### src/design/fl32_pkg.sv
// ----------------------------------------------------------------------------
// fl32_pkg
// shared constants and the one's-complement adder for the fletcher-32 block
// ----------------------------------------------------------------------------
package fl32_pkg;

	localparam int unsigned SUM_W    = 16;
	localparam int unsigned BYTE_W   = 8;
	localparam int unsigned CSUM_W   = 2 * SUM_W;

	typedef logic [SUM_W-1:0]  sum_t;
	typedef logic [BYTE_W-1:0] byte_t;
	typedef logic [CSUM_W-1:0] csum_t;

	// running sums restart at all ones
	localparam sum_t SUM_INIT = 16'hffff;

	// 16-bit add with the carry folded back into bit 0
	function automatic sum_t oc_add(input sum_t a, input sum_t b);
		logic [SUM_W:0] s;
		logic [SUM_W:0] f;
		s = {1'b0, a} + {1'b0, b};
		f = {1'b0, s[SUM_W-1:0]} + {{SUM_W{1'b0}}, s[SUM_W]};
		return f[SUM_W-1:0];
	endfunction

endpackage

### src/design/fletcher32_byte_stream_checksum.sv
// ----------------------------------------------------------------------------
// fletcher32_byte_stream_checksum
// fletcher-32 over a byte stream, bytes paired little-endian into words
// ----------------------------------------------------------------------------
// a last byte passes the input register, then its checksum is loaded into the result register
// throughput: one byte per cycle; only a stalled checksum transaction holds off input
// the sum update is two chained end-around-carry adds between the input
// register and the state/result registers
// reset (arst_n low): stages empty, sums at 0xffff, next byte taken as a low byte
module fletcher32_byte_stream_checksum (
	input  logic                  clk,
	input  logic                  arst_n,
	input  logic                  in_valid,
	output logic                  in_ready,
	input  fl32_pkg::byte_t       data_byte,
	input  logic                  last_byte,
	output logic                  out_valid,
	input  logic                  out_ready,
	output fl32_pkg::csum_t       checksum
);

	// input register stage
	logic            valid_s1;
	fl32_pkg::byte_t data_s1;
	logic            last_s1;

	// running message state
	fl32_pkg::sum_t  first_sum_q;
	fl32_pkg::sum_t  second_sum_q;
	logic            high_phase_q;

	// result register
	logic            out_valid_q;
	fl32_pkg::csum_t checksum_q;

	logic            out_free;
	logic            advance_s1;
	logic            in_accept;
	fl32_pkg::sum_t  fs_addend;
	fl32_pkg::sum_t  fs_next;
	fl32_pkg::sum_t  ss_next;

	// the result slot is free when empty or being taken this cycle
	assign out_free   = !out_valid_q || out_ready;
	// a non-last byte only touches the sums, so it never waits on the output
	assign advance_s1 = valid_s1 && (!last_s1 || out_free);
	assign in_ready   = !valid_s1 || advance_s1;
	assign in_accept  = in_valid && in_ready;

	// low byte adds as is, high byte adds shifted into the upper half
	always_comb begin
		if (high_phase_q) begin
			fs_addend = {data_s1, {fl32_pkg::BYTE_W{1'b0}}};
		end else begin
			fs_addend = {{fl32_pkg::BYTE_W{1'b0}}, data_s1};
		end
		fs_next = fl32_pkg::oc_add(first_sum_q, fs_addend);
		// second sum takes the new first sum after a high byte, or on a last
		// low byte (same as padding with a zero byte)
		if (high_phase_q || last_s1) begin
			ss_next = fl32_pkg::oc_add(second_sum_q, fs_next);
		end else begin
			ss_next = second_sum_q;
		end
	end

	// input stage
	always_ff @(posedge clk or negedge arst_n) begin
		if (!arst_n) begin
			valid_s1 <= 1'b0;
		end else if (in_ready) begin
			valid_s1 <= in_valid;
		end
	end

	always_ff @(posedge clk) begin
		if (in_accept) begin
			data_s1 <= data_byte;
			last_s1 <= last_byte;
		end
	end

	// sum state; a last byte returns everything to the start of a message
	always_ff @(posedge clk or negedge arst_n) begin
		if (!arst_n) begin
			first_sum_q  <= fl32_pkg::SUM_INIT;
			second_sum_q <= fl32_pkg::SUM_INIT;
			high_phase_q <= 1'b0;
		end else if (advance_s1) begin
			if (last_s1) begin
				first_sum_q  <= fl32_pkg::SUM_INIT;
				second_sum_q <= fl32_pkg::SUM_INIT;
				high_phase_q <= 1'b0;
			end else begin
				first_sum_q  <= fs_next;
				second_sum_q <= ss_next;
				high_phase_q <= !high_phase_q;
			end
		end
	end

	// result register: loaded by a last byte, held until the transaction
	always_ff @(posedge clk or negedge arst_n) begin
		if (!arst_n) begin
			out_valid_q <= 1'b0;
		end else if (out_free) begin
			out_valid_q <= advance_s1 && last_s1;
		end
	end

	always_ff @(posedge clk) begin
		if (advance_s1 && last_s1) begin
			checksum_q <= {ss_next, fs_next};
		end
	end

	assign out_valid = out_valid_q;
	assign checksum  = checksum_q;

endmodule

### config.mk
export PLATFORM = sky130hd
export DESIGN_NAME = fletcher32_byte_stream_checksum
export DESIGN_NICKNAME = d
export VERILOG_FILES = /design/src/design/fl32_pkg.sv /design/src/design/fletcher32_byte_stream_checksum.sv
export SDC_FILE = /design/constraint.sdc
export NUM_CORES = 1
export LEC_CHECK = 0
export BUFFER_PORTS_ARGS = -buffer_cell sky130_fd_sc_hd__buf_2
export CAP_MARGIN = 10
export CELL_PAD_IN_SITES_DETAIL_PLACEMENT = 1
export CELL_PAD_IN_SITES_GLOBAL_PLACEMENT = 2
export CORE_MARGIN = 5
export CORE_UTILIZATION = 38
export CTS_BUF_LIST = sky130_fd_sc_hd__clkbuf_8 sky130_fd_sc_hd__clkbuf_16
export DETAILED_ROUTE_END_ITERATION = 10
export PLACE_DENSITY_LB_ADDON = 0.1
export SLEW_MARGIN = 10
export SYNTH_ARGS = -nofsm -noshare
export SYNTH_HDL_FRONTEND = slang
export SYNTH_SLANG_ARGS = --single-unit
### constraint.sdc
create_clock -name clk -period 8 [get_ports clk]
set_clock_uncertainty 0.05 [all_clocks]
set_input_delay 0.4 -clock clk [delete_from_list [all_inputs] [get_ports clk]]
set_output_delay 0.4 -clock clk [all_outputs]
set_load 0.005 [all_outputs]
==> key figures <==
Outcome
  • Status: finished, final reports clean

Synthesis
  • Number of synthesized flops with an enable pin: around 40
  • Synthesis warning total: 0
  • Syn Area/Cell: approximately 10 um2
  • Synth top area share: 25.5%
  • Top cells by area, synth: edfxtp_1 (26%), dfstp_2 (17%), ha_1 (9.9%)
  • Cell Area, Synth: approximately 4800 um2
  • Seq cells post-synth: between 70 and 80
  • Seq/Total Area, Yosys: between 40% and 50%
  • Yosys cell types: 50
  • Asr flop ratio synth: around 46%
  • Synth Instances: between 400 and 500
  • Primary FF master, synth: edfxtp_1
  • Largest area contributor in the synthesized netlist: edfxtp_1
  • Post-synth net total: about 520

Clocking
  • CTS tree: yes
  • Clk_lat worst skew: about 340 ps
  • CTS Buffer Depth: 2
  • Clock sinks: between 70 and 80
  • Clk Tree Root Cell: clkbuf_16
  • Clock slew seen by the registers of the worst setup and hold paths: around 60 ps
  • CTS Hold Bufs: 0
  • H-Tree Depth: 3
  • CTS Buf Count: 9

Timing
  • Max_slew headroom: approximately two fifths
  • Slew Limit Fails: 0
  • Max Fclk: 136 MHz
  • Setup TNS: 0 ps
  • Clock period minus worst slack: 7380 ps
  • Setup ws final: between 600 and 700 ps
  • RSZ-0062 raised after global routing: false
  • Setup-failing EPs final: 0
  • Final period util: approximately 92%
  • Worst-Margin Slew: slightly below 900 ps
  • Hold Vio Cnt, Final: 0

Floorplanning
  • Initial Utilization: between 30% and 40%
  • Die Span Y: 123 um
  • Io pins: between 40 and 50
  • CORE AREA: roughly 13000 um2
  • Die Width: 123 um
  • Num rows: 41
  • Die ar.: 15100 um2

Detailed routing
  • Drt drc: 0
  • Vias per Instance: approximately 5.4
  • 1st-iter DRT viols: between 150 and 200
  • Vias: approximately 3.7k
  • Wire length per cell: ~19 um
  • Aggregate routed wire length: about 13000 um
  • Drt pass-1 iters: 4
  • Post-route ant nets: 0

Global routing
  • Total global routing overflow: 0
  • Initial antenna violation count: 0
  • All-layer global routing usage: about a fifth
  • Global-route wire length before repair: 21300 um
  • Vias in the first global route: slightly below 4k
  • Largest net degree at the start of global routing: 38

Setup path
  • Crit path max fanout: 19
  • CP most frequent cell: ha_1
  • CP Launch Type: flip-flop
  • Worst path slowest cell: dfrtp_2
  • Kind of critical path: reg2reg
  • Worst setup EP type: flip-flop
  • Max incr delay on CP: about 520 ps
  • Worst path arrival time: roughly 7400 ps
  • WP data required: 8020 ps

Finish
  • FILL cells: 1447
  • Final core occ: approximately 44%
  • Syn-to-layout area delta: 15.4%
  • Final Net Count: about 570
  • N_diodes: 0
  • Reg area: 2150 um2
  • Non-Filler Instances: 690
  • Area occupied by multi-input gates: 2640 um2
  • Share of cells above drive strength 1: 22.8%

Placement
  • # port buffers: 46
  • GPL Wtd Cong: between 0.8 and 0.9
  • Inst Count DP: 672
  • Placement Setup Slack: 333 ps
  • Post-DP HPWL: approximately 10000 um

Job
  • Max-cap viol count: 0

Hold path
  • Worst hold-check path type: in2async
## cell type report
cell class                 count  area share, %
clock buffer                   9           4.05
clock inverter                 7          0.674
inverter                       5          0.337
multi-input combinational    368           47.4
sequential                    76           38.6
tap                          172           3.87
timing repair buffer          53           5.08
## metrics by stage
stage / instance area [um2] / hold WS (ps)
finish: 5570 / 142
global route: 5570 / 162
CTS: 5520 / 155
detailed placement: 5260 / 468
global placement: 5260 / 451
floorplan: 4820 / 54.4
## sequential cells by signal, summed over array words and instances, names as in the netlist
signal        flops
checksum         32
first_sum_q      16
second_sum_q     16
data_s1           8
high_phase_q      1
last_s1           1
out_valid         1
valid_s1          1
## worst max-delay path, delay by kind of cell (launching register included)
kind	cells	cell delay [ps]
simple gates	18	2870
flops	1	520
xor+xnor	2	420
compound gates	10	1820
fa+ha+maj	5	1420
## final timing paths
| check | slack [ps] | endpoint | startpoint | cells after the start |
|---|---|---|---|---|
| min | 140 | out_valid | arst_n | 1 |
| min reg2reg | 480 | second_sum_q[0] | second_sum_q[0] | 2 |
| max reg2reg | 620 | checksum[31] | high_phase_q | 35 |
| min in group clk | 180 | data_s1[3] | data_byte[3] | 1 |
| max in group asynchronous | 7170 | high_phase_q | arst_n | 1 |
| max | 620 | checksum[31] | high_phase_q | 35 |
## cells in the mapped netlist (all sizes together) (6+ instances only)
library cell and count:
a21oi 46, and3 9, a211oi 8, o31ai 6
clkbuf 12, xnor2 31, ha 38, edfxtp 41
and2 15, nor2b 10, nand2 24, dfstp 32
nand4 6, o21ai 16, nor2 42, nand3 14
o22a 22, xor2 22, a21o 6
## placed cells by master (no fill, tap or decap), types with 3 or more instances in the layout
| cell | synthesis | routed |
|---|---|---|
| o21ai_0 | 16 | 16 |
| nand4_1 | 6 | 6 |
| nand3_1 | 14 | 14 |
| o211ai_1 | 4 | 4 |
| clkbuf_16 | 0 | 9 |
| nand2_1 | 24 | 24 |
| ha_1 | 38 | 38 |
| or3_1 | 3 | 3 |
| inv_1 | 5 | 7 |
| and3_1 | 9 | 9 |
| or2_2 | 5 | 5 |
| nand2b_1 | 5 | 5 |
| dfstp_2 | 32 | 32 |
| xor2_1 | 22 | 22 |
| xnor2_1 | 31 | 30 |
| buf_2 | 0 | 46 |
| a31oi_1 | 4 | 3 |
| a211oi_1 | 8 | 8 |
| o21a_1 | 5 | 5 |
| o22a_1 | 22 | 22 |
| edfxtp_1 | 41 | 41 |
| buf_4 | 0 | 7 |
| a21o_1 | 6 | 6 |
| nor2b_1 | 10 | 10 |
| a21oi_1 | 46 | 46 |
| and2_1 | 14 | 13 |
| o21bai_1 | 3 | 3 |
| o31ai_1 | 6 | 6 |
| nor2_1 | 42 | 42 |
## cell families after synthesis
logic type / count (synthesis) / synth area share, %
adder cells (fa/ha/maj): 40 / 10.7
buffers and inverters: 19 / 1.50
multiplexers: 2 / 0.441
XOR/XNOR: 53 / 9.62
AO/OA/AOI/OAI: 130 / 18.1
flip-flops: 76 / 44.5
AND/OR/NAND/NOR: 143 / 15.1
## metal layers
layer,vias up,part of all wire [%],GRT usage (%)
met1,1838,47,25.7
met4,0,1.1,4.62
li1,1811,-,-
met2,71,47,30.0
met3,9,4.5,4.98
met5,-,0,0
## timing repair
item,in CTS,in global routing
buffers inserted,0,2
gates resized for setup,0,5
setup endpoints to repair,0,10
Power is not shown: default switching activity piles up to over one toggle a cycle in this logic, so the estimate is an artifact.
